<file path="src/design/dtpb_pkg.sv">
// Shared types, constants and helper functions for the depth-to-point back-projector.
package dtpb_pkg;

   localparam int MAX_WIDTH       = 4096;
   localparam int MAX_HEIGHT      = 4096;
   localparam int DEPTH_FRAC_BITS = 16;

   localparam int COL_W   = $clog2(MAX_WIDTH);
   localparam int ROW_W   = $clog2(MAX_HEIGHT);
   localparam int CNT_W   = 25;
   localparam logic [CNT_W-1:0] COUNT_CAP = CNT_W'(16777216);

   localparam int POS_W   = ((COL_W > ROW_W) ? COL_W : ROW_W) + 4;
   localparam int D_W     = ((POS_W > 16) ? POS_W : 16) + 1;
   localparam int MAG_D_W = D_W - 1;
   localparam int T_W     = MAG_D_W + 24;
   localparam int PL_W    = T_W + 16;
   localparam int ACC_W   = T_W + 32;
   localparam int LAT_SHIFT = DEPTH_FRAC_BITS + 12;
   localparam int LAT_W   = ACC_W - LAT_SHIFT;

   localparam int FWD_SHR = (DEPTH_FRAC_BITS >= 16) ? DEPTH_FRAC_BITS - 16 : 0;
   localparam int FWD_SHL = (DEPTH_FRAC_BITS >= 16) ? 0 : 16 - DEPTH_FRAC_BITS;

   localparam int DIV_RECIP_W = 29;
   localparam logic [DIV_RECIP_W-1:0] DIV_RECIP = 29'h10624DD3;
   localparam int DIV_SHIFT   = 38;
   localparam int DIV_PROD_W  = 32 + DIV_RECIP_W;

   localparam logic [31:0] SAT_POS = 32'h7FFFFFFF;
   localparam logic [31:0] SAT_NEG = 32'h80000000;

   localparam int QUEUE_DEPTH = 2;
   localparam int QPTR_W      = $clog2(QUEUE_DEPTH);
   localparam int QCNT_W      = $clog2(QUEUE_DEPTH + 1);

   localparam int CSR_IDX_W = 3;
   localparam logic [CSR_IDX_W-1:0] CSR_CENTER_COL    = 3'd0;
   localparam logic [CSR_IDX_W-1:0] CSR_CENTER_ROW    = 3'd1;
   localparam logic [CSR_IDX_W-1:0] CSR_INV_FOCAL_COL = 3'd2;
   localparam logic [CSR_IDX_W-1:0] CSR_INV_FOCAL_ROW = 3'd3;
   localparam logic [CSR_IDX_W-1:0] CSR_IMAGE_WIDTH   = 3'd4;
   localparam logic [CSR_IDX_W-1:0] CSR_MIN_DEPTH     = 3'd5;
   localparam logic [CSR_IDX_W-1:0] CSR_MAX_DEPTH     = 3'd6;
   localparam logic [CSR_IDX_W-1:0] CSR_MM_THRESHOLD  = 3'd7;

   localparam logic [15:0] RST_CENTER_COL    = 16'd5120;
   localparam logic [15:0] RST_CENTER_ROW    = 16'd3840;
   localparam logic [23:0] RST_INV_FOCAL     = 24'd27962;
   localparam logic [12:0] RST_IMAGE_WIDTH   = 13'd640;
   localparam logic [31:0] RST_MIN_DEPTH     = 32'd6554;
   localparam logic [31:0] RST_MAX_DEPTH     = 32'd3276800;
   localparam logic [31:0] RST_MM_THRESHOLD  = 32'd6553600;

   typedef struct packed {
      logic [15:0] center_col;
      logic [15:0] center_row;
      logic [23:0] inv_focal_col;
      logic [23:0] inv_focal_row;
      logic [12:0] image_width;
      logic [31:0] min_depth;
      logic [31:0] max_depth;
      logic [31:0] mm_threshold;
   } cfg_type;

   typedef struct packed {
      logic [31:0] depth;
      logic        depth_not_finite;
      logic        frame_start;
      logic        frame_end;
   } req_type;

   typedef struct packed {
      logic signed [31:0] pos_forward;
      logic signed [31:0] pos_left;
      logic signed [31:0] pos_up;
      logic               point_valid;
      logic               end_of_frame;
      logic [CNT_W-1:0]   point_count;
   } rsp_type;

   typedef struct packed {
      logic [31:0]       z;
      logic [D_W-1:0]    du;
      logic [D_W-1:0]    dv;
      logic              kept;
      logic              eof;
      logic [CNT_W-1:0]  count;
   } entry_type;

   typedef struct packed {
      logic      push;
      logic      pop;
      logic      full;
      logic      empty;
   } queue_ctl_type;

   typedef enum logic [1:0] {
      FR_IDLE,
      FR_SCALE,
      FR_CLASSIFY
   } front_state_type;

   typedef enum logic [2:0] {
      BK_IDLE,
      BK_MUL_T,
      BK_MUL_LO,
      BK_MUL_HI,
      BK_ACC,
      BK_SAT,
      BK_EMIT
   } back_state_type;

   function automatic logic [31:0] forward_coord(input logic [31:0] z);
      logic [63:0] f;
      f = 64'(z);
      f = (f >> FWD_SHR) << FWD_SHL;
      return (f > 64'(SAT_POS)) ? SAT_POS : f[31:0];
   endfunction

endpackage

</file>
<file path="src/design/dtpb_queue.sv">
// Short first-in first-out queue between the front end and the back end.
module dtpb_queue (
   input  logic                clock,
   input  logic                reset,
   input  logic                push,
   input  dtpb_pkg::entry_type wdata,
   input  logic                pop,
   output dtpb_pkg::entry_type rdata,
   output logic                full,
   output logic                empty
);
   import dtpb_pkg::*;

   entry_type mem_ff [QUEUE_DEPTH];
   logic [QPTR_W-1:0] wr_ptr_ff, wr_ptr_in, rd_ptr_ff, rd_ptr_in;
   logic [QCNT_W-1:0] cnt_ff, cnt_in;
   logic do_push, do_pop;

   assign full    = (32'(cnt_ff) == QUEUE_DEPTH);
   assign empty   = (cnt_ff == '0);
   assign do_push = push && !full;
   assign do_pop  = pop && !empty;
   assign rdata   = mem_ff[rd_ptr_ff];

   always_comb begin
      wr_ptr_in = wr_ptr_ff;
      rd_ptr_in = rd_ptr_ff;
      cnt_in    = cnt_ff;
      if (do_push) begin
         wr_ptr_in = (32'(wr_ptr_ff) + 1 == QUEUE_DEPTH) ? '0 : wr_ptr_ff + 1'b1;
      end
      if (do_pop) begin
         rd_ptr_in = (32'(rd_ptr_ff) + 1 == QUEUE_DEPTH) ? '0 : rd_ptr_ff + 1'b1;
      end
      if (do_push && !do_pop) begin
         cnt_in = cnt_ff + 1'b1;
      end else if (do_pop && !do_push) begin
         cnt_in = cnt_ff - 1'b1;
      end
   end

   always_ff @(posedge clock) begin
      if (reset) begin
         wr_ptr_ff <= '0;
         rd_ptr_ff <= '0;
         cnt_ff    <= '0;
      end else begin
         wr_ptr_ff <= wr_ptr_in;
         rd_ptr_ff <= rd_ptr_in;
         cnt_ff    <= cnt_in;
      end
   end

   always_ff @(posedge clock) begin
      if (do_push) begin
         mem_ff[wr_ptr_ff] <= wdata;
      end
   end

endmodule

</file>
<file path="config.mk">
export PLATFORM = sky130hd
export DESIGN_NAME = dtpb_queue
export DESIGN_NICKNAME = d
export VERILOG_FILES = /design/src/design/dtpb_pkg.sv /design/src/design/dtpb_queue.sv
export SDC_FILE = /design/constraint.sdc
export NUM_CORES = 1
export LEC_CHECK = 0
export BUFFER_PORTS_ARGS = -buffer_cell sky130_fd_sc_hd__buf_4
export CAP_MARGIN = 10
export CORE_MARGIN = 5
export CORE_UTILIZATION = 30
export CTS_BUF_LIST = sky130_fd_sc_hd__clkbuf_16
export DETAILED_ROUTE_END_ITERATION = 10
export HOLD_SLACK_MARGIN = 0.06
export PLACE_DENSITY = 0.47
export RECOVER_POWER = 50
export SYNTH_ARGS = -nofsm -noshare
export SYNTH_HDL_FRONTEND = slang
export SYNTH_SLANG_ARGS = --single-unit
export TNS_END_PERCENT = 50
</file>
<file path="constraint.sdc">
create_clock -name clock -period 4.21 [get_ports clock]
set_input_delay 0.2105 -clock clock [delete_from_list [all_inputs] [get_ports clock]]
set_output_delay 0.2105 -clock clock [all_outputs]
set_load 0.05 [all_outputs]
</file>
==> results_dict.tcl <==
set metrics [dict create \
    die-width_um 162.2 \
    num_antenna_cells 0 \
    die_area_um2 26300 \
    critPathMaxStageDelay_ns 1.40 \
    fmax_ghz 0.3405 \
    wl_per_cell_um 16.43 \
    drt_iter0_markers 116 \
    hp-class "input pin to register" \
    drc_errors 0 \
    cp_slowest_cell "and2_2" \
    ir_drop_mv 0.5371 \
    drtAntennaViolNets 0 \
    worstSetupPathType "register to register" \
    ys_types 15 \
    power_mw 6.356 \
    grt_pass1_vias 4383 \
    final_nets 711 \
    drive_above_1_share 0.4512 \
    fin_util 0.4415 \
    arrival_ns 3.03 \
    worstPathMaxFanout 72 \
    power_density_nw_per_um2 633.9 \
    post_drt_via_cell_ratio 4.267 \
    end_kind "register" \
    ys_seq_area_frac 0.8184 \
    min_period_over_period 0.6977 \
    grt_pass1_wl_um 23180 \
    port_buffers 191 \
    timing.slew.headroom -0.2152 \
    place_inst 785 \
    initial_core_util 0.3059 \
    tns_ns 0 \
    synthFlopType "edfxtp_1" \
    numCtsBuffers 17 \
    num_io_pins 192 \
    violations "capacitance limit, slew limit" \
    ys_warn_count 0 \
    antenna_found_initial 0 \
    coreArea_um2 22710 \
    synth_area_leader_cell "edfxtp_1" \
    maxCapViolations 1 \
    wirelength_um 14950 \
    cts-root-buf "clkbuf_16" \
    stdcell_count 910 \
    grt_max_degree 73 \
    postPlaceCellArea_um2 8687 \
    dp_hpwl_um 9935 \
    synth_edf_count 186 \
    tightest_slew_ns 1.823 \
    power.leakage_nw 3.635 \
    vias 3883 \
    avgSynthCellArea_um2 22.12 \
    grt-ovfl-total 0 \
    cts_resized 0 \
    synth_seq_cells 191 \
    fin_crit_ns 2.937 \
    setup-violations-final 0 \
    syn_nets 412 \
    finalHoldViolations 0 \
    syn_area_um2 6947 \
    synthCells 314 \
    ys_top_cells_by_area "edfxtp_1, mux2_2, dfxtp_1" \
    cp_cell_sequence "nor2b_1 -> nor2_1 -> and2_2 -> buf_4" \
    gp_congestion 0.7554 \
    synthArstFlopShare 0 \
    path_clk_slew_ns 0.07 \
    ctsHtreeMaxLevel 4 \
    clock-sinks 191 \
    yosys.area.top_type_share 0.8040 \
    tritoncts "yes" \
    start_kind "register" \
    drt_pass1_iterations 4 \
    rsz0062_at_grt "false" \
    grt.total_usage 0.1142 \
    worst_clock_skew_ns 0.01124 \
    maxSlewViolCount 73 \
    area_growth_pct 44.34 \
    status "finished, violations left" \
    dieHeight_um 162.2 \
    yosys.cell_count.top_type "edfxtp_1" \
    num_rows 55 \
    synth_commonest_cells "edfxtp_1, mux2_2, buf_6" \
    clock_latency_ns 0.42 \
    cts_buffer_depth 2 \
    final_area_um2 10030 \
    required_ns 4.30 \
]
==> per-stage QoR <==
stage,setup slack (ns),hold WS (ns)
after detailed placement,1.806,0.3992
final,1.273,0.1711
after global placement,1.872,0.3952
after CTS,1.622,0.1529
after global routing,0.9765,0.2132
after floorplan,0.8502,0.2796
==> state kept, by name, summed over array words and instances, names as in the netlist, named ones only <==
signal and count:
cnt_ff 2, rd_ptr_ff 1, wr_ptr_ff 1, mem_ff 186
==> final cells by class <==
type | instances | area (um^2)
Fill cell | 2020 | 12680
Sequential cell | 191 | 5689
Timing Repair Buffer | 290 | 2285
Multi-Input combinational cell | 111 | 1156
Clock buffer | 17 | 425.4
Tap cell | 285 | 356.6
Clock inverter | 14 | 105.1
Inverter | 2 | 10.01
==> power by group <==
part / internal, mW / switching (mW) / total, mW
clock: 0.799 / 0.651 / 1.45
sequential: 2.39 / 0.112 / 2.50
combinational: 0.804 / 1.60 / 2.40
==> path summary, 6_finish.rpt <==
| check | from | to | slack, ns | depth (start not counted) |
|---|---|---|---|---|
| setup / recovery | cnt_ff[0] | mem_ff[1][32] | 1.27 | 4 |
| hold / removal | push | wr_ptr_ff | 0.17 | 4 |
| setup reg to reg | cnt_ff[0] | mem_ff[1][32] | 1.27 | 4 |
| hold reg to reg | wr_ptr_ff | wr_ptr_ff | 0.50 | 2 |
==> timing repair <==
item                                   4_1_cts  5_1_grt
hold buffers                                94        0
setup buffers                                0        0
endpoints found under the hold margin      191        0
setup endpoints to repair                    0        0
==> worst max-delay path: cells and delay by family, from the launching register on <==
kind          cells  cell delay [ns]
simple gates      3             1.66
flops             1             0.41
buf+inv           1             0.51
==> kinds of logic after synthesis <==
logic type | share of synthesized area
adder cells (fa/ha/maj) | 0.001801
AO/OA/AOI/OAI | 0.003602
XOR/XNOR | 0.003783
flip-flops | 0.8184
multiplexers | 0.1508
buffers and inverters | 0.01495
AND/OR/NAND/NOR | 0.006665
==> per-layer routing <==
metal,GRT usage,up-vias,wire length [um]
met1,0.1362,1909,6205
met3,0.04720,16,1155
met4,0.03691,0,207
met5,0,-,0
met2,0.1889,123,7383
li1,-,1835,-
==> layout by cell type, fill, tap and decap left out, types with 3 or more instances in the layout <==
master / synthesis / final
buf_4: 1 / 101
clkbuf_1: 0 / 34
clkbuf_16: 0 / 17
clkbuf_4: 0 / 61
clkinv_1: 0 / 4
clkinvlp_4: 0 / 3
dfxtp_1: 5 / 4
dlygate4sd3_1: 0 / 94
edfxtp_1: 186 / 186
inv_1: 2 / 4
mux2_2: 93 / 93
nor2_1: 5 / 5
o21ai_0: 3 / 3
xor2_1: 3 / 3
Note: power is estimated with default switching activity, not from simulation.
