===== src/design/dtpb_pkg.sv =====
// Shared types, constants and helper functions for the depth-to-point back-projector.
package dtpb_pkg;

   localparam int MAX_WIDTH       = 4096;
   localparam int MAX_HEIGHT      = 4096;
   localparam int DEPTH_FRAC_BITS = 16;

   localparam int COL_W   = $clog2(MAX_WIDTH);
   localparam int ROW_W   = $clog2(MAX_HEIGHT);
   localparam int CNT_W   = 25;
   localparam logic [CNT_W-1:0] COUNT_CAP = CNT_W'(16777216);

   localparam int POS_W   = ((COL_W > ROW_W) ? COL_W : ROW_W) + 4;
   localparam int D_W     = ((POS_W > 16) ? POS_W : 16) + 1;
   localparam int MAG_D_W = D_W - 1;
   localparam int T_W     = MAG_D_W + 24;
   localparam int PL_W    = T_W + 16;
   localparam int ACC_W   = T_W + 32;
   localparam int LAT_SHIFT = DEPTH_FRAC_BITS + 12;
   localparam int LAT_W   = ACC_W - LAT_SHIFT;

   localparam int FWD_SHR = (DEPTH_FRAC_BITS >= 16) ? DEPTH_FRAC_BITS - 16 : 0;
   localparam int FWD_SHL = (DEPTH_FRAC_BITS >= 16) ? 0 : 16 - DEPTH_FRAC_BITS;

   localparam int DIV_RECIP_W = 29;
   localparam logic [DIV_RECIP_W-1:0] DIV_RECIP = 29'h10624DD3;
   localparam int DIV_SHIFT   = 38;
   localparam int DIV_PROD_W  = 32 + DIV_RECIP_W;

   localparam logic [31:0] SAT_POS = 32'h7FFFFFFF;
   localparam logic [31:0] SAT_NEG = 32'h80000000;

   localparam int QUEUE_DEPTH = 2;
   localparam int QPTR_W      = $clog2(QUEUE_DEPTH);
   localparam int QCNT_W      = $clog2(QUEUE_DEPTH + 1);

   localparam int CSR_IDX_W = 3;
   localparam logic [CSR_IDX_W-1:0] CSR_CENTER_COL    = 3'd0;
   localparam logic [CSR_IDX_W-1:0] CSR_CENTER_ROW    = 3'd1;
   localparam logic [CSR_IDX_W-1:0] CSR_INV_FOCAL_COL = 3'd2;
   localparam logic [CSR_IDX_W-1:0] CSR_INV_FOCAL_ROW = 3'd3;
   localparam logic [CSR_IDX_W-1:0] CSR_IMAGE_WIDTH   = 3'd4;
   localparam logic [CSR_IDX_W-1:0] CSR_MIN_DEPTH     = 3'd5;
   localparam logic [CSR_IDX_W-1:0] CSR_MAX_DEPTH     = 3'd6;
   localparam logic [CSR_IDX_W-1:0] CSR_MM_THRESHOLD  = 3'd7;

   localparam logic [15:0] RST_CENTER_COL    = 16'd5120;
   localparam logic [15:0] RST_CENTER_ROW    = 16'd3840;
   localparam logic [23:0] RST_INV_FOCAL     = 24'd27962;
   localparam logic [12:0] RST_IMAGE_WIDTH   = 13'd640;
   localparam logic [31:0] RST_MIN_DEPTH     = 32'd6554;
   localparam logic [31:0] RST_MAX_DEPTH     = 32'd3276800;
   localparam logic [31:0] RST_MM_THRESHOLD  = 32'd6553600;

   typedef struct packed {
      logic [15:0] center_col;
      logic [15:0] center_row;
      logic [23:0] inv_focal_col;
      logic [23:0] inv_focal_row;
      logic [12:0] image_width;
      logic [31:0] min_depth;
      logic [31:0] max_depth;
      logic [31:0] mm_threshold;
   } cfg_type;

   typedef struct packed {
      logic [31:0] depth;
      logic        depth_not_finite;
      logic        frame_start;
      logic        frame_end;
   } req_type;

   typedef struct packed {
      logic signed [31:0] pos_forward;
      logic signed [31:0] pos_left;
      logic signed [31:0] pos_up;
      logic               point_valid;
      logic               end_of_frame;
      logic [CNT_W-1:0]   point_count;
   } rsp_type;

   typedef struct packed {
      logic [31:0]       z;
      logic [D_W-1:0]    du;
      logic [D_W-1:0]    dv;
      logic              kept;
      logic              eof;
      logic [CNT_W-1:0]  count;
   } entry_type;

   typedef struct packed {
      logic      push;
      logic      pop;
      logic      full;
      logic      empty;
   } queue_ctl_type;

   typedef enum logic [1:0] {
      FR_IDLE,
      FR_SCALE,
      FR_CLASSIFY
   } front_state_type;

   typedef enum logic [2:0] {
      BK_IDLE,
      BK_MUL_T,
      BK_MUL_LO,
      BK_MUL_HI,
      BK_ACC,
      BK_SAT,
      BK_EMIT
   } back_state_type;

   function automatic logic [31:0] forward_coord(input logic [31:0] z);
      logic [63:0] f;
      f = 64'(z);
      f = (f >> FWD_SHR) << FWD_SHL;
      return (f > 64'(SAT_POS)) ? SAT_POS : f[31:0];
   endfunction

endpackage


===== src/design/dtpb_back.sv =====
// Back end: back-projects a kept point through sequential multiply steps and drives the result register.
module dtpb_back (
   input  logic                clock,
   input  logic                reset,
   input  dtpb_pkg::cfg_type   cfg,
   input  logic                q_empty,
   input  dtpb_pkg::entry_type q_rdata,
   output logic                q_pop,
   output logic                rsp_valid,
   input  logic                rsp_stall,
   output dtpb_pkg::rsp_type   rsp_data
);
   import dtpb_pkg::*;

   back_state_type state_ff, state_in;
   entry_type cur_ff;
   logic axis_ff, axis_in;
   logic [T_W-1:0] t_ff;
   logic [PL_W-1:0] prod_ff;
   logic [ACC_W-1:0] acc_ff;
   logic [31:0] left_ff, up_ff;
   logic rsp_valid_ff, rsp_valid_in;
   rsp_type rsp_ff;

   logic [D_W-1:0] d;
   logic d_neg, d_pos;
   logic [MAG_D_W-1:0] mag_d;
   logic [23:0] invf;
   logic [LAT_W-1:0] mag_l;
   logic big;
   logic [31:0] lat;
   logic out_free, load;
   rsp_type rsp_new;

   assign d     = axis_ff ? cur_ff.dv : cur_ff.du;
   assign d_neg = d[D_W-1];
   assign d_pos = !d_neg && (d != '0);
   assign mag_d = d_neg ? MAG_D_W'(-d) : d[MAG_D_W-1:0];
   assign invf  = axis_ff ? cfg.inv_focal_row : cfg.inv_focal_col;
   assign mag_l = acc_ff[ACC_W-1:LAT_SHIFT];
   assign big   = (mag_l >> 31) != '0;

   always_comb begin
      if (d_pos) begin
         lat = big ? SAT_NEG : 32'd0 - mag_l[31:0];
      end else begin
         lat = big ? SAT_POS : mag_l[31:0];
      end
   end

   assign out_free = !rsp_valid_ff || !rsp_stall;

   always_comb begin
      state_in = state_ff;
      axis_in  = axis_ff;
      unique case (state_ff)
         BK_IDLE: begin
            if (!q_empty) begin
               axis_in  = 1'b0;
               state_in = q_rdata.kept ? BK_MUL_T : BK_EMIT;
            end
         end
         BK_MUL_T: begin
            state_in = BK_MUL_LO;
         end
         BK_MUL_LO: begin
            state_in = BK_MUL_HI;
         end
         BK_MUL_HI: begin
            state_in = BK_ACC;
         end
         BK_ACC: begin
            state_in = BK_SAT;
         end
         BK_SAT: begin
            if (axis_ff) begin
               state_in = BK_EMIT;
            end else begin
               axis_in  = 1'b1;
               state_in = BK_MUL_T;
            end
         end
         BK_EMIT: begin
            if (out_free) begin
               state_in = BK_IDLE;
            end
         end
         default: begin
            state_in = BK_IDLE;
         end
      endcase
   end

   always_comb begin
      q_pop = (state_ff == BK_IDLE) && !q_empty;
      load  = (state_ff == BK_EMIT) && out_free;
      if (cur_ff.kept) begin
         rsp_new.pos_forward = forward_coord(cur_ff.z);
         rsp_new.pos_left    = left_ff;
         rsp_new.pos_up      = up_ff;
         rsp_new.point_valid = 1'b1;
      end else begin
         rsp_new.pos_forward = '0;
         rsp_new.pos_left    = '0;
         rsp_new.pos_up      = '0;
         rsp_new.point_valid = 1'b0;
      end
      rsp_new.end_of_frame = cur_ff.eof;
      rsp_new.point_count  = cur_ff.count;
      rsp_valid_in = load || (rsp_valid_ff && rsp_stall);
   end

   always_ff @(posedge clock) begin
      if (reset) begin
         state_ff     <= BK_IDLE;
         axis_ff      <= 1'b0;
         rsp_valid_ff <= 1'b0;
      end else begin
         state_ff     <= state_in;
         axis_ff      <= axis_in;
         rsp_valid_ff <= rsp_valid_in;
      end
   end

   always_ff @(posedge clock) begin
      if (q_pop) begin
         cur_ff <= q_rdata;
      end
      if (state_ff == BK_MUL_T) begin
         t_ff <= T_W'(mag_d) * T_W'(invf);
      end
      if (state_ff == BK_MUL_LO) begin
         acc_ff <= ACC_W'(PL_W'(t_ff) * PL_W'(cur_ff.z[15:0]));
      end
      if (state_ff == BK_MUL_HI) begin
         prod_ff <= PL_W'(t_ff) * PL_W'(cur_ff.z[31:16]);
      end
      if (state_ff == BK_ACC) begin
         acc_ff <= acc_ff + (ACC_W'(prod_ff) << 16);
      end
      if (state_ff == BK_SAT) begin
         if (axis_ff) begin
            up_ff <= lat;
         end else begin
            left_ff <= lat;
         end
      end
      if (load) begin
         rsp_ff <= rsp_new;
      end
   end

   assign rsp_valid = rsp_valid_ff;
   assign rsp_data  = rsp_ff;

endmodule


===== config.mk =====
export PLATFORM = sky130hd
export DESIGN_NAME = dtpb_back
export DESIGN_NICKNAME = d
export VERILOG_FILES = /design/src/design/dtpb_pkg.sv /design/src/design/dtpb_back.sv
export SDC_FILE = /design/constraint.sdc
export NUM_CORES = 2
export LEC_CHECK = 0
export BUFFER_PORTS_ARGS = -buffer_cell sky130_fd_sc_hd__buf_4
export CORE_MARGIN = 2
export CORE_UTILIZATION = 55
export CTS_CLUSTER_SIZE = 12
export DETAILED_ROUTE_END_ITERATION = 10
export HOLD_SLACK_MARGIN = 0.1
export PLACE_DENSITY = 0.76
export SLEW_MARGIN = 20
export SYNTH_ARGS = -nofsm -noshare
export SYNTH_HDL_FRONTEND = slang
export SYNTH_SLANG_ARGS = --single-unit
export TNS_END_PERCENT = 20

===== constraint.sdc =====
create_clock -name clock -period 11.5 [get_ports clock]
set_input_delay 0.575 -clock clock [delete_from_list [all_inputs] [get_ports clock]]
set_output_delay 0.575 -clock clock [all_outputs]
set_load 0.05 [all_outputs]

==> results.md <==
- Vias per Instance: 5.68
- Die outline area: 0.130 mm2
- Worst-path fanout max: 27
- Mapped cell area: 0.0701 mm2
- Most used cell, CP: fa_1
- WL final: 184,000 um
- Rows: 131
- FF+latch count, synth: 437
- Grt ovf: 0
- Worst Path Required: 11.94 ns
- Total CTS buffers: 51
- Final antenna-violating net count: 0
- Post-synth cell types: 77
- Slew Limit Fails: 0
- First-pass GRT wire length: 297,000 um
- Layout area overhead: 8.72%
- Die Y: 361 um
- Nets: 9,582
- Reg2Reg Depth: 28
- Reg-to-reg critical path startpoint: axis_ff$_SDFFE_PP0P_
- Slew Limit Headroom: 26.8%
- Top_reg_cell synth: edfxtp_1
- Tmin final: 9.53 ns
- Count leader, synth: fa_1
- Avg Inst Size Synth: 9.51 um2
- Pin count of the biggest net entering global routing: 95
- Min-delay src: q_rdata[89]
- Post-route cell area: 0.0763 mm2
- Ranking of synthesized cells by area: fa_1 39%, edfxtp_1 18%, ha_1 7.5%, nand2_1 7.3%, inv_1 7.2%
- Vias in the first global route: 55,806
- 1st-iter DRT viols: 4,278
- Synth async-reset ratio: 0%
- Post-place setup slack: 1.66 ns
- Vias: 52,314
- Slowest stage delay, CP: 0.60 ns
- Cells after Synth: 7,376
- Fin Clk Skew: 0.0736 ns
- Initial antenna violation count: 3
- Ys Warns: 0
- CTS tree: done
- Worst-margin pin slew: 1.09 ns
- Total GRT Usage: 28.8%
- Initial Util: 55.2%
- I/O Buffers: 269
- RSZ-0062 raised after global routing: no
- Cell chosen for the clock root: clkbuf_16
- R2R setup slack: 1.97 ns
- Fill cells: 10,460
- Critical path endpoint: t_ff[39]$_DFFE_PP_
- Layout cells sized above 1: 6.89%
- DRC: 0
- CP Capture Type: register
- Final Wtd Congestion: 0.945
- Reported max-cap violation count: 0
- Largest area contributor in the netlist: fa_1
- Setup TNS: 0 ns
- Fmax: 105 MHz
- Crit path from: axis_ff$_SDFFE_PP0P_
- Status: complete, no violations
- Post-cts repair resize count: 0
- DR WL/cell: 20.0 um
- Reg-to-reg critical path endpoint: t_ff[39]$_DFFE_PP_
- Core area: 0.127 mm2
- Post-synth EDFFs: 432
- CTS Sinks: 437
- # setup viols final: 0
- Synth cell count leaders: 1,366 x fa_1, 1,365 x nand2_1, 1,353 x inv_1
- Drt pass-1 iters: 6
- Setup Buffers After CTS: 0
- CTS H-tree lvls: 2
- Syn nets: 9,450
- Post-DP HPWL: 141,000 um
- Post-Route Utilization: 60.0%
- Slowest stage cell, crit path: dfxtp_4
- Yosys top cell area share: 39.0%
- Post-synthesis sequential area ratio: 18.6%
- CP startpoint kind: register
- Tcrit/Tclk final: 82.9%
- Max clock buf depth: 3
- Clk slew on worst S/H paths: 0.06 ns
- Chip width: 361 um
- Setup ws final: 1.97 ns
- Setup CP Type: reg -> reg
- Clk_lat worst skew: 0.70 ns
- CP Data Arrival Time: 9.97 ns
- Worst min-delay path class: in -> reg
- Io pins: 411
- Post-placement cell area: 0.0737 mm2
- Final count of hold timing violations: 0
stage by stage:
step | hold WS, ns | cells
floorplan | 0.400 | 7376
global placement | 0.400 | 9024
detailed placement | 0.405 | 9024
CTS | 0.136 | 9204
global route | 0.155 | 9205
finish | 0.162 | 9206
layout by cell type (no fill, tap or decap), drive strengths merged, types with 40 or more instances in the layout:
cell type,synthesis,layout
nand4,40,40
a21o,97,97
nor3,47,47
clkbuf,383,60
dlygate4sd3,0,92
inv,1353,1357
o21bai,41,41
mux2i,43,43
nor2,307,307
xnor2,135,135
a21oi,252,252
buf,12,382
ha,422,422
o21a,61,61
nand3,46,46
edfxtp,432,432
xor2,67,67
fa,1366,1366
o21ai,154,154
nand2,1365,1365
and2,413,413
worst max-delay path: cells and delay by family, from the launching register on:
family / cells / cell delay [ns]
AO/OA/AOI/OAI: 5 / 1.66
AND/OR/NAND/NOR: 8 / 1.36
buffers and inverters: 4 / 0.63
XOR/XNOR: 2 / 0.69
flip-flops: 1 / 0.60
multiplexers: 1 / 0.56
adder cells (fa/ha/maj): 8 / 3.71
metal layers:
| metal | vias to the layer above | share of wire [%] | track usage, % |
|---|---|---|---|
| li1 | 22976 | - | - |
| met1 | 26332 | 38 | 36.3 |
| met2 | 2493 | 49 | 49.1 |
| met3 | 511 | 8.2 | 4.20 |
| met4 | 2 | 5.4 | 13.4 |
| met5 | - | 0.0070 | 0 |
cells by family after synthesis:
logic type	synth area share (%)
AND/OR/NAND/NOR	15.1
adder cells (fa/ha/maj)	46.5
buffers and inverters	9.36
AO/OA/AOI/OAI	6.86
flip-flops	18.6
XOR/XNOR	2.52
multiplexers	1.03
other	0.00535
timing repair:
action | in CTS | in global routing
setup endpoints to repair | 0 | 0
hold buffers | 92 | 0
hold endpoints to repair | 95 | 0
layout make-up:
cell class,instances,area (um2),area share [%]
Multi-Input combinational cell,5191,50600,66.3
Sequential cell,437,13100,17.1
Inverter,1353,5080,6.66
Timing Repair Buffer,474,3810,4.99
Tap cell,1662,2080,2.73
Clock buffer,60,1310,1.72
Clock inverter,28,317,0.415
Antenna cell,1,2.50,0.00328
sequential cells by signal (all words and copies together) (netlist names):
| name | cells |
|---|---|
| axis_ff | 1 |
| rsp_valid | 1 |
| acc_ff | 56 |
| up_ff | 32 |
| rsp_data | 123 |
| t_ff | 40 |
| cur_ff | 93 |
| left_ff | 32 |
| state_ff | 3 |
| prod_ff | 56 |
how the worst min path moves through the flow:
stage	end	slack, ns	cells after the start
2_1_floorplan	rsp_data[0]$_DFFE_PP_	0.40	0
3_3_place_gp	rsp_data[23]$_DFFE_PP_	0.40	0
3_5_place_dp	rsp_data[23]$_DFFE_PP_	0.40	0
4_1_cts	cur_ff[89]$_DFFE_PP_	0.14	1
5_1_grt	cur_ff[89]$_DFFE_PP_	0.15	1
6_report	cur_ff[89]$_DFFE_PP_	0.16	1
Power is not shown: default switching activity piles up to over one toggle a cycle in this logic, so the estimate is an artifact.
