[config.mk]
export PLATFORM = sky130hd
export DESIGN_NAME = dtpb_front
export DESIGN_NICKNAME = d
export VERILOG_FILES = /design/src/design/dtpb_pkg.sv /design/src/design/dtpb_front.sv
export SDC_FILE = /design/constraint.sdc
export NUM_CORES = 1
export LEC_CHECK = 0
export CORE_ASPECT_RATIO = 1.25
export CORE_UTILIZATION = 47
export DETAILED_ROUTE_END_ITERATION = 12
export DONT_BUFFER_PORTS = 1
export SLEW_MARGIN = 25
export SYNTH_ARGS = -nofsm -noshare
export SYNTH_HDL_FRONTEND = slang
export SYNTH_SLANG_ARGS = --single-unit
[constraint.sdc]
create_clock -name clock -period 17.25 [get_ports clock]
set_clock_uncertainty 0.05 [all_clocks]
set_input_delay 5.175 -clock clock [delete_from_list [all_inputs] [get_ports clock]]
set_output_delay 5.175 -clock clock [all_outputs]
set_load 0.01 [all_outputs]
[src/design/dtpb_pkg.sv]
// Shared types, constants and helper functions for the depth-to-point back-projector.
package dtpb_pkg;

   localparam int MAX_WIDTH       = 4096;
   localparam int MAX_HEIGHT      = 4096;
   localparam int DEPTH_FRAC_BITS = 16;

   localparam int COL_W   = $clog2(MAX_WIDTH);
   localparam int ROW_W   = $clog2(MAX_HEIGHT);
   localparam int CNT_W   = 25;
   localparam logic [CNT_W-1:0] COUNT_CAP = CNT_W'(16777216);

   localparam int POS_W   = ((COL_W > ROW_W) ? COL_W : ROW_W) + 4;
   localparam int D_W     = ((POS_W > 16) ? POS_W : 16) + 1;
   localparam int MAG_D_W = D_W - 1;
   localparam int T_W     = MAG_D_W + 24;
   localparam int PL_W    = T_W + 16;
   localparam int ACC_W   = T_W + 32;
   localparam int LAT_SHIFT = DEPTH_FRAC_BITS + 12;
   localparam int LAT_W   = ACC_W - LAT_SHIFT;

   localparam int FWD_SHR = (DEPTH_FRAC_BITS >= 16) ? DEPTH_FRAC_BITS - 16 : 0;
   localparam int FWD_SHL = (DEPTH_FRAC_BITS >= 16) ? 0 : 16 - DEPTH_FRAC_BITS;

   localparam int DIV_RECIP_W = 29;
   localparam logic [DIV_RECIP_W-1:0] DIV_RECIP = 29'h10624DD3;
   localparam int DIV_SHIFT   = 38;
   localparam int DIV_PROD_W  = 32 + DIV_RECIP_W;

   localparam logic [31:0] SAT_POS = 32'h7FFFFFFF;
   localparam logic [31:0] SAT_NEG = 32'h80000000;

   localparam int QUEUE_DEPTH = 2;
   localparam int QPTR_W      = $clog2(QUEUE_DEPTH);
   localparam int QCNT_W      = $clog2(QUEUE_DEPTH + 1);

   localparam int CSR_IDX_W = 3;
   localparam logic [CSR_IDX_W-1:0] CSR_CENTER_COL    = 3'd0;
   localparam logic [CSR_IDX_W-1:0] CSR_CENTER_ROW    = 3'd1;
   localparam logic [CSR_IDX_W-1:0] CSR_INV_FOCAL_COL = 3'd2;
   localparam logic [CSR_IDX_W-1:0] CSR_INV_FOCAL_ROW = 3'd3;
   localparam logic [CSR_IDX_W-1:0] CSR_IMAGE_WIDTH   = 3'd4;
   localparam logic [CSR_IDX_W-1:0] CSR_MIN_DEPTH     = 3'd5;
   localparam logic [CSR_IDX_W-1:0] CSR_MAX_DEPTH     = 3'd6;
   localparam logic [CSR_IDX_W-1:0] CSR_MM_THRESHOLD  = 3'd7;

   localparam logic [15:0] RST_CENTER_COL    = 16'd5120;
   localparam logic [15:0] RST_CENTER_ROW    = 16'd3840;
   localparam logic [23:0] RST_INV_FOCAL     = 24'd27962;
   localparam logic [12:0] RST_IMAGE_WIDTH   = 13'd640;
   localparam logic [31:0] RST_MIN_DEPTH     = 32'd6554;
   localparam logic [31:0] RST_MAX_DEPTH     = 32'd3276800;
   localparam logic [31:0] RST_MM_THRESHOLD  = 32'd6553600;

   typedef struct packed {
      logic [15:0] center_col;
      logic [15:0] center_row;
      logic [23:0] inv_focal_col;
      logic [23:0] inv_focal_row;
      logic [12:0] image_width;
      logic [31:0] min_depth;
      logic [31:0] max_depth;
      logic [31:0] mm_threshold;
   } cfg_type;

   typedef struct packed {
      logic [31:0] depth;
      logic        depth_not_finite;
      logic        frame_start;
      logic        frame_end;
   } req_type;

   typedef struct packed {
      logic signed [31:0] pos_forward;
      logic signed [31:0] pos_left;
      logic signed [31:0] pos_up;
      logic               point_valid;
      logic               end_of_frame;
      logic [CNT_W-1:0]   point_count;
   } rsp_type;

   typedef struct packed {
      logic [31:0]       z;
      logic [D_W-1:0]    du;
      logic [D_W-1:0]    dv;
      logic              kept;
      logic              eof;
      logic [CNT_W-1:0]  count;
   } entry_type;

   typedef struct packed {
      logic      push;
      logic      pop;
      logic      full;
      logic      empty;
   } queue_ctl_type;

   typedef enum logic [1:0] {
      FR_IDLE,
      FR_SCALE,
      FR_CLASSIFY
   } front_state_type;

   typedef enum logic [2:0] {
      BK_IDLE,
      BK_MUL_T,
      BK_MUL_LO,
      BK_MUL_HI,
      BK_ACC,
      BK_SAT,
      BK_EMIT
   } back_state_type;

   function automatic logic [31:0] forward_coord(input logic [31:0] z);
      logic [63:0] f;
      f = 64'(z);
      f = (f >> FWD_SHR) << FWD_SHL;
      return (f > 64'(SAT_POS)) ? SAT_POS : f[31:0];
   endfunction

endpackage

[src/design/dtpb_front.sv]
// Front end: accepts pixels, tracks raster position and count, scales and classifies depth.
module dtpb_front (
   input  logic                clock,
   input  logic                reset,
   input  dtpb_pkg::cfg_type   cfg,
   input  logic                req_valid,
   output logic                req_stall,
   input  dtpb_pkg::req_type   req_data,
   output logic                q_push,
   output dtpb_pkg::entry_type q_wdata,
   input  logic                q_full
);
   import dtpb_pkg::*;

   front_state_type state_ff, state_in;
   logic [COL_W-1:0] col_ff, col_in;
   logic [ROW_W-1:0] row_ff, row_in;
   logic [CNT_W-1:0] cnt_ff, cnt_in;
   logic [31:0] raw_ff;
   logic nf_ff, end_ff;
   logic [D_W-1:0] du_ff, dv_ff;
   logic [DIV_PROD_W-1:0] prod_ff;

   logic accept;
   logic [COL_W-1:0] col_eff;
   logic [ROW_W-1:0] row_eff;
   logic [COL_W:0] next_col;
   logic [ROW_W:0] next_row;
   logic col_wrap;
   logic [D_W-1:0] du_new, dv_new;
   logic [31:0] z_scaled, z;
   logic kept, emit, done;
   logic [CNT_W-1:0] cnt_inc, cnt_new;

   assign accept   = req_valid && (state_ff == FR_IDLE);
   assign col_eff  = req_data.frame_start ? '0 : col_ff;
   assign row_eff  = req_data.frame_start ? '0 : row_ff;
   assign next_col = (COL_W+1)'(col_eff) + 1'b1;
   assign next_row = (ROW_W+1)'(row_eff) + 1'b1;
   assign col_wrap = (32'(next_col) >= 32'(cfg.image_width)) ||
                     (32'(next_col) >= 32'(MAX_WIDTH));
   assign du_new   = (D_W'(col_eff) << 4) - D_W'(cfg.center_col);
   assign dv_new   = (D_W'(row_eff) << 4) - D_W'(cfg.center_row);

   assign z_scaled = 32'(prod_ff >> DIV_SHIFT);
   assign z        = (raw_ff > cfg.mm_threshold) ? z_scaled : raw_ff;
   assign kept     = !nf_ff && (z > cfg.min_depth) && (z < cfg.max_depth);
   assign emit     = kept || end_ff;
   assign done     = !emit || !q_full;
   assign cnt_inc  = (cnt_ff < COUNT_CAP) ? cnt_ff + 1'b1 : cnt_ff;
   assign cnt_new  = kept ? cnt_inc : cnt_ff;

   always_comb begin
      state_in = state_ff;
      unique case (state_ff)
         FR_IDLE: begin
            if (accept) begin
               state_in = FR_SCALE;
            end
         end
         FR_SCALE: begin
            state_in = FR_CLASSIFY;
         end
         FR_CLASSIFY: begin
            if (done) begin
               state_in = FR_IDLE;
            end
         end
         default: begin
            state_in = FR_IDLE;
         end
      endcase
   end

   always_comb begin
      req_stall = (state_ff != FR_IDLE);
      q_push    = (state_ff == FR_CLASSIFY) && emit && !q_full;
      q_wdata.z     = z;
      q_wdata.du    = du_ff;
      q_wdata.dv    = dv_ff;
      q_wdata.kept  = kept;
      q_wdata.eof   = end_ff;
      q_wdata.count = cnt_new;
   end

   always_comb begin
      col_in = col_ff;
      row_in = row_ff;
      cnt_in = cnt_ff;
      if (accept) begin
         if (col_wrap) begin
            col_in = '0;
            row_in = (32'(next_row) >= 32'(MAX_HEIGHT)) ? '0 : next_row[ROW_W-1:0];
         end else begin
            col_in = next_col[COL_W-1:0];
            row_in = row_eff;
         end
         if (req_data.frame_start) begin
            cnt_in = '0;
         end
      end else if ((state_ff == FR_CLASSIFY) && done) begin
         if (end_ff) begin
            col_in = '0;
            row_in = '0;
            cnt_in = '0;
         end else begin
            cnt_in = cnt_new;
         end
      end
   end

   always_ff @(posedge clock) begin
      if (reset) begin
         state_ff <= FR_IDLE;
         col_ff   <= '0;
         row_ff   <= '0;
         cnt_ff   <= '0;
      end else begin
         state_ff <= state_in;
         col_ff   <= col_in;
         row_ff   <= row_in;
         cnt_ff   <= cnt_in;
      end
   end

   always_ff @(posedge clock) begin
      if (accept) begin
         raw_ff <= req_data.depth;
         nf_ff  <= req_data.depth_not_finite;
         end_ff <= req_data.frame_end;
         du_ff  <= du_new;
         dv_ff  <= dv_new;
      end
      if (state_ff == FR_SCALE) begin
         prod_ff <= DIV_PROD_W'(raw_ff) * DIV_PROD_W'(DIV_RECIP);
      end
   end

endmodule

==> impl_metrics.tcl, run 1 <==
set metrics [dict create \
    rsz0062_at_grt "no" \
    finalHoldViolations 0 \
    vias 17600 \
    dpl.hpwl_um 59300 \
    num_io_pins 323 \
    finalSetupViolCount 0 \
    nets 3567 \
    cts_buffers 17 \
    cp-start-kind "input port" \
    htree_levels 4 \
    worstMarginPinSlew_ps 1120 \
    avgViaCountPerCell 5.50 \
    synth_cell_types 76 \
    synth-edff-count 91 \
    grt.total_usage 0.276 \
    clock_path_buffers 2 \
    r2r-end "prod_ff[54]$_DFFE_PN_" \
    drt_iter0_markers 787 \
    grt_pass1_vias 19600 \
    status "completed" \
    cts_tree "built" \
    drc 0 \
    design.core.area_um2 50500 \
    die_w_um 205 \
    setup_tns_ps 0 \
    hp-class "register to register" \
    fill_cells 4648 \
    ys_seq_elements 142 \
    critPathCaptureType "output port" \
    post_synth_instance_area_um2 24100 \
    yosysWarnings 0 \
    area_delta_synth_final_pct 6.65 \
    cts_resized 0 \
    max_freq_mhz 59.5 \
    required_ps 12020 \
    grt_pass1_wl_um 109000 \
    netlist_top_cells_area "ha_1 27%, fa_1 25%, edfxtp_1 11%, inv_1 10%, dfxtp_1 4.2%" \
    multi_input_area_um2 17800 \
    critPathKind "input port to output port" \
    wire_per_inst_um 21.8 \
    max_cap_viol_count 0 \
    row_count 92 \
    die-height_um 255 \
    synth_commonest_cells "664 x inv_1, 525 x ha_1, 298 x fa_1" \
    maxSlewViolCount 0 \
    rr_startpoint "raw_ff[20]$_DFFE_PP_" \
    clkTransAtPathRegs_ps 60 \
    timing.final.crit_share 0.973 \
    whs_ps 427 \
    synth_top_area_cell "ha_1" \
    regToRegSetupSlack_ps 8910 \
    relSlewSlack 0.253 \
    cp.arrival_ps 11570 \
    clock_latency_ps 450 \
    dieArea_um2 52300 \
    min_to "col_ff[7]$_SDFFE_PP0P_" \
    crit_fanout 10 \
    ant_nets 0 \
    postCtsSetupBuffers 0 \
    holdCritStartpoint "col_ff[7]$_SDFFE_PP0P_" \
    first_pass_iters 7 \
    grt_max_degree 41 \
    yosysSeqAreaShare 0.156 \
    holdPathStages 1 \
    synth-main-ff-cell "edfxtp_1" \
    syn_nets 3535 \
    final_layout_size_suffix_gt1_frac 0.0447 \
    yosysMostFrequentCell "inv_1" \
    port_buffers 0 \
    syn_inst 2484 \
    gp_congestion 0.949 \
    synth-async-reset-ratio 0 \
    drt_wl_total_um 69500 \
    cts_hold_buf 0 \
    reg2reg_depth 22 \
    start_util 0.478 \
    layout_min_cycle_time_ps 16790 \
    regArea_um2 3750 \
    antenna_found_initial 6 \
    synth_top_area_share 0.272 \
    root_buffer "clkbuf_16" \
    synth_area_per_cell_um2 9.72 \
    grt.overflow.total 0 \
    clock-sinks 142 \
]
[per-layer routing]
metal  share of wire  GRT usage  wire (um)
met1            0.37      0.303      25900
met3           0.048     0.0441       3350
met4           0.036      0.106       2510
met2            0.54      0.521      37700
met5               0          0          0
[cells in the final DEF (no fill, tap or decap), types with 37 or more instances in the layout]
cell and instances:
ha_1 525, nand2_1 86, edfxtp_1 91, xnor2_1 45, o21ai_0 67, nor2_1 74, a21o_1 53, inv_1 664
dfxtp_1 51, fa_1 298, buf_4 39, xor2_1 37, nor2b_1 37, nand3_1 49, a21oi_1 77
[area by class of cell]
type | instances | share of cell area
well taps | 658 | 0.0320
flip-flops and latches | 142 | 0.146
diodes | 6 | 0.000583
repair buffers | 39 | 0.0114
clock buffers | 17 | 0.0165
clock inverters | 15 | 0.00583
multi-input cells | 1651 | 0.691
inverters | 665 | 0.0970
[cells by family (layout without fill, tap and decap cells)]
| group | after synthesis | in the layout | synth area share |
|---|---|---|---|
| fa+ha+maj | 823 | 823 | 0.519 |
| buf+inv | 691 | 736 | 0.108 |
| simple gates | 379 | 379 | 0.0804 |
| compound gates | 343 | 343 | 0.0957 |
| flops | 142 | 142 | 0.156 |
| xor+xnor | 82 | 82 | 0.0298 |
| mux | 24 | 24 | 0.0111 |
| other cells | 0 | 6 | 0 |
[sequential cells by signal, summed over array words and instances, names as in the netlist]
name      cells
cnt_ff       25
col_ff       12
du_ff        17
dv_ff        17
end_ff        1
nf_ff         1
prod_ff      23
raw_ff       32
row_ff       12
state_ff      2
[metrics by stage]
stage	setup slack (ps)	instance area, um2	cells	utilization
floorplan	1630	24100	2484	-
global placement	180	25100	3155	0.498
detailed placement	194	25100	3155	0.498
CTS	168	25700	3187	0.509
global route	182	25700	3193	0.509
finish	457	25700	3193	0.509
[how the worst max path moves through the flow]
stage,cells past startpoint,endpoint,from
detailed placement,20,q_wdata[11],cfg[29]
CTS,20,q_wdata[11],cfg[29]
global route,20,q_wdata[11],cfg[29]
floorplan,22,q_wdata[11],cfg[15]
global placement,20,q_wdata[11],cfg[29]
finish,21,q_wdata[11],cfg[29]
[critical path, stage by stage]
cell and delay (ps):
inv_1 20, ha_1 290, nand4_1 300, nor4_1 370
buf_4 200, nand4_1 180, a21boi_2 270, nor2_4 300
buf_4 230, mux2_2 440, ha_1 350, nand3_1 90
nor3_1 380, o21ai_1 250, a2111oi_1 650, o211ai_1 230
a21oi_1 390, o311ai_4 290, or3_1 610, nor2_1 180
xor2_1 340
Power of run 1 is left out: the tool's default activity adds up to more than one toggle a clock period on the data nets, which glitch-free logic cannot reach.
==> inputs of run 2 (changes only) <==
REMOVE_ABC_BUFFERS = 1   (was default)
==> run 2 against run 1 <==
Critical path depth grew 1; register-to-register slack gained 240 ps; design area is essentially flat; routed wire length grew 0.28%; sequential share of layout area is essentially flat; clock-buffer cell count grew 1; sequential cell count is the same; via count grew 0.26%; fmax shrank 0.21%; worst setup slack lost 35 ps.
==> impl_metrics.tcl, run 2 (synthesis results as in run 1) <==
set metrics [dict create \
    top_register "raw_ff" \
    crit_start "cfg[29]" \
    r2r-end "prod_ff[54]$_DFFE_PN_" \
    grt.total_usage 0.278 \
    largest_register_ffs 32 \
    critPathKind "input port to output port" \
    max_cap_viol_count 0 \
    worstMarginPinSlew_ps 979 \
    critPathCaptureType "output port" \
    fin_util 0.509 \
    relSlewSlack 0.342 \
    gp_congestion 0.967 \
    avgViaCountPerCell 5.52 \
    final_layout_size_suffix_gt1_frac 0.0443 \
    drt_iter0_markers 723 \
    num_io_pins 323 \
    clkTransAtPathRegs_ps 60 \
    antenna_found_initial 9 \
    row_count 92 \
    drc 0 \
    die_w_um 205 \
    area_delta_synth_final_pct 6.59 \
    postCtsSetupBuffers 0 \
    clock-sinks 142 \
    finalSetupViolCount 0 \
    start_util 0.478 \
    wire_per_inst_um 21.8 \
    cts_buffers 17 \
    design.core.area_um2 50500 \
    reg2reg_depth 22 \
    finalHoldViolations 0 \
    maxSlewViolCount 0 \
    holdPathStages 1 \
    regToRegSetupSlack_ps 9150 \
    htree_levels 4 \
    vias 17600 \
    fill_cells 4686 \
    first_pass_iters 5 \
    hp-class "register to register" \
    drt_wl_total_um 69600 \
    layout_min_cycle_time_ps 16830 \
    cp-start-kind "input port" \
    clock_latency_ps 450 \
    rsz0062_at_grt "no" \
    required_ps 12020 \
    ant_nets 0 \
    cts_tree "built" \
    holdCritStartpoint "col_ff[7]$_SDFFE_PP0P_" \
    clock_path_buffers 2 \
    status "completed" \
    grt_pass1_vias 19500 \
    rr_startpoint "raw_ff[6]$_DFFE_PP_" \
    multi_input_area_um2 17800 \
    dpl.hpwl_um 59400 \
    max_freq_mhz 59.4 \
    dieArea_um2 52300 \
    setup_tns_ps 0 \
    grt_pass1_wl_um 109000 \
    port_buffers 0 \
    timing.final.crit_share 0.976 \
    regArea_um2 3750 \
    mostFrequentLayoutCell "inv_1" \
    min_to "col_ff[7]$_SDFFE_PP0P_" \
    nets 3566 \
    grt_max_degree 55 \
    cp.arrival_ps 11600 \
    crit_fanout 18 \
    grt.overflow.total 0 \
    final_cell_mix "664 x inv_1, 525 x ha_1, 298 x fa_1" \
    die-height_um 255 \
    root_buffer "clkbuf_16" \
    top_regs "raw_ff x32, cnt_ff x25, prod_ff x23" \
]
==> run 2: changes by cell type in the layout (fill, tap and decap cells not counted) <==
cell	previous run	this run
clkinv_4	3	4
nor2_2	0	2
clkinv_2	1	2
buf_12	0	1
nor2_4	1	0
nor2_1	74	73
clkinv_8	2	1
buf_4	39	37
clkinvlp_4	3	2
inv_6	4	3
clkbuf_1	0	1
==> run 2: per-layer routing <==
layer	global-route usage	wire, um	vias up
li1	-	-	8251
met1	0.302	25800	8770
met2	0.523	37600	462
met3	0.0566	3760	115
met4	0.0964	2430	6
met5	0	40	-
==> run 2: cell type report <==
type | count | area share
inverter | 665 | 0.0971
antenna | 6 | 0.000584
timing repair buffer | 38 | 0.0116
tap | 658 | 0.0320
clock buffer | 18 | 0.0167
clock inverter | 14 | 0.00511
sequential | 142 | 0.146
multi-input combinational | 1651 | 0.691
==> run 2: worst max-delay path, cell delays in order <==
cell and delay, ps:
inv_1 30, ha_1 290, nand4_1 330, nor4_1 370, buf_4 190, nand4_1 160
a21boi_2 240, nor2_2 320, buf_12 210, mux2_2 440, ha_1 320, nand4_1 220
nor3_1 470, o21ai_1 200, a2111oi_1 520, o211ai_1 220, a21oi_1 400, o311a_1 530
nand3_2 320, nor2_1 240, xor2_1 210, buf_4 160
==> run 2: worst max path at each step <==
stage / end / slack (ps) / depth (start not counted)
floorplan: q_wdata[11] / 1320 / 19
global placement: q_wdata[18] / 410 / 22
detailed placement: q_wdata[18] / 330 / 22
CTS: q_wdata[18] / 290 / 22
global route: q_wdata[18] / 30 / 22
finish: q_wdata[18] / 420 / 22
==> run 2: timing repair <==
action,CTS,global route
hold endpoints to repair,0,0
hold buffers,0,0
endpoints found under the setup margin,0,1
gates resized for setup,0,1
==> run 2: stage by stage <==
stage	hold slack [ps]	cells	setup WS, ps	area [um2]
6_report	435	3192	422	25700
5_1_grt	446	3190	31.5	25700
4_1_cts	426	3186	294	25700
3_5_place_dp	404	3154	331	25100
3_3_place_gp	387	3154	407	25100
2_1_floorplan	367	2458	1320	24000
Power of run 2 is left out for the same reason.
==> inputs of run 3 (changes only) <==
PLACE_DENSITY = 0.68   (was default)
==> run 3 against run 2 <==
Sequential cell count unchanged; fmax down 0.58%; critical path depth down 1; design area down 0.11%; non-clock buffer count down 5; global-route usage down 0.25 points.
==> impl_metrics.tcl, run 3 (synthesis results as in run 1) <==
set metrics [dict create \
    setup_tns_ps 0 \
    regToRegSetupSlack_ps 9370 \
    row_count 92 \
    final_layout_size_suffix_gt1_frac 0.0428 \
    gp_congestion 0.959 \
    clock-sinks 142 \
    layout_min_cycle_time_ps 16930 \
    maxSlewViolCount 0 \
    r2r-end "prod_ff[54]$_DFFE_PN_" \
    crit_path_end "q_wdata[11]" \
    first_pass_iters 5 \
    drc 0 \
    clock_path_buffers 2 \
    relSlewSlack 0.332 \
    grt.overflow.total 0 \
    cts_tree "built" \
    postCtsSetupBuffers 0 \
    slowest_delay_ps 640 \
    cts_resized 0 \
    crit_slowest_cell "a2111oi_0" \
    path_buf_inv 3 \
    cp.arrival_ps 11700 \
    finalHoldViolations 0 \
    die_w_um 205 \
    grt_pass1_wl_um 109000 \
    worstMarginPinSlew_ps 994 \
    required_ps 12020 \
    cts_buffers 17 \
    antenna_found_initial 3 \
    num_io_pins 323 \
    nets 3561 \
    htree_levels 4 \
    max_cap_viol_count 0 \
    rsz0062_at_grt "no" \
    mostFrequentLayoutCell "inv_1" \
    crit_fanout 12 \
    grt_max_degree 42 \
    vias 17800 \
    grt_pass1_vias 19600 \
    largest_register_ffs 32 \
    drt_wl_total_um 69100 \
    rr_startpoint "raw_ff[7]$_DFFE_PP_" \
    cts_hold_buf 0 \
    port_buffers 0 \
    hp-class "register to register" \
    top_regs "raw_ff x32, cnt_ff x25, prod_ff x23" \
    finalSetupViolCount 0 \
    status "completed" \
    clock_latency_ps 460 \
    critical_path_depth 21 \
    timing.final.crit_share 0.981 \
    crit_family "simple AND/OR/NAND/NOR gates" \
    crit_top_cell "nand4_1" \
    dpl.hpwl_um 58500 \
    die-height_um 255 \
    top_register "raw_ff" \
    cp-start-kind "input port" \
    path_cells "inv_1, ha_1, nand4_1, nor4_1, buf_4, nand4_1, a21boi_2, nor2_4, buf_4, mux2_2, ha_1, nand4_1, a211oi_1, a2111oi_0, a2111oi_0, o211ai_1, a21oi_1, o311ai_4, or3_1, nor2_1, xor2_1" \
    root_buffer "clkbuf_16" \
    max_freq_mhz 59.1 \
    reg2reg_depth 22 \
    final_cell_mix "664 x inv_1, 525 x ha_1, 298 x fa_1" \
    wire_per_inst_um 21.7 \
    critPathCaptureType "output port" \
    start_util 0.478 \
    ant_nets 0 \
    area_delta_synth_final_pct 6.47 \
    grt.total_usage 0.275 \
    crit_start "cfg[29]" \
    fill_cells 4561 \
    clkTransAtPathRegs_ps 70 \
    dieArea_um2 52300 \
    drt_iter0_markers 868 \
    design.core.area_um2 50500 \
    avgViaCountPerCell 5.59 \
    critPathKind "input port to output port" \
]
## run 3: how the worst min path moves through the flow
stage,from,endpoint,slack [ps],depth (start not counted)
finish,row_ff[0]$_SDFFE_PP0P_,row_ff[0]$_SDFFE_PP0P_,410,2
global route,row_ff[9]$_SDFFE_PP0P_,row_ff[9]$_SDFFE_PP0P_,450,2
CTS,row_ff[0]$_SDFFE_PP0P_,row_ff[0]$_SDFFE_PP0P_,420,2
detailed placement,col_ff[9]$_SDFFE_PP0P_,col_ff[9]$_SDFFE_PP0P_,400,1
global placement,row_ff[0]$_SDFFE_PP0P_,row_ff[0]$_SDFFE_PP0P_,380,2
floorplan,row_ff[0]$_SDFFE_PP0P_,row_ff[0]$_SDFFE_PP0P_,370,2
## run 3: final cells by class
class | instances | area [um2] | share of cell area
clock buffers | 17 | 425 | 0.0166
diodes | 5 | 12.5 | 0.000487
clock inverters | 15 | 155 | 0.00604
flip-flops and latches | 142 | 3750 | 0.146
well taps | 658 | 823 | 0.0320
multi-input cells | 1651 | 17800 | 0.692
inverters | 665 | 2500 | 0.0972
repair buffers | 33 | 248 | 0.00964
## run 3: layer usage
metal / vias to the layer above / share of wire / GRT usage
met4: 0 / 0.055 / 0.140
met2: 567 / 0.52 / 0.501
met5: - / 0 / 0
met1: 8833 / 0.37 / 0.302
li1: 8244 / - / -
met3: 172 / 0.051 / 0.0469
## run 3: metrics by stage
step | area (um2) | util | std cells | hold WS [ps] | setup slack, ps
after detailed placement | 25100 | 0.497 | 3149 | 397 | 252
final | 25700 | 0.509 | 3186 | 414 | 325
after CTS | 25700 | 0.508 | 3181 | 418 | 176
after global routing | 25700 | 0.508 | 3184 | 445 | 59.2
after floorplan | 24000 | - | 2458 | 367 | 1320
after global placement | 25100 | 0.497 | 3149 | 384 | 328
## run 3: worst register-to-register path, delay by kind of cell, from the launching register on
family | cells | cell delay [ps]
simple gates | 2 | 860
fa+ha+maj | 9 | 4060
flops | 1 | 910
buf+inv | 4 | 250
xor+xnor | 1 | 170
compound gates | 6 | 1330
Power of run 3 is left out for the same reason.
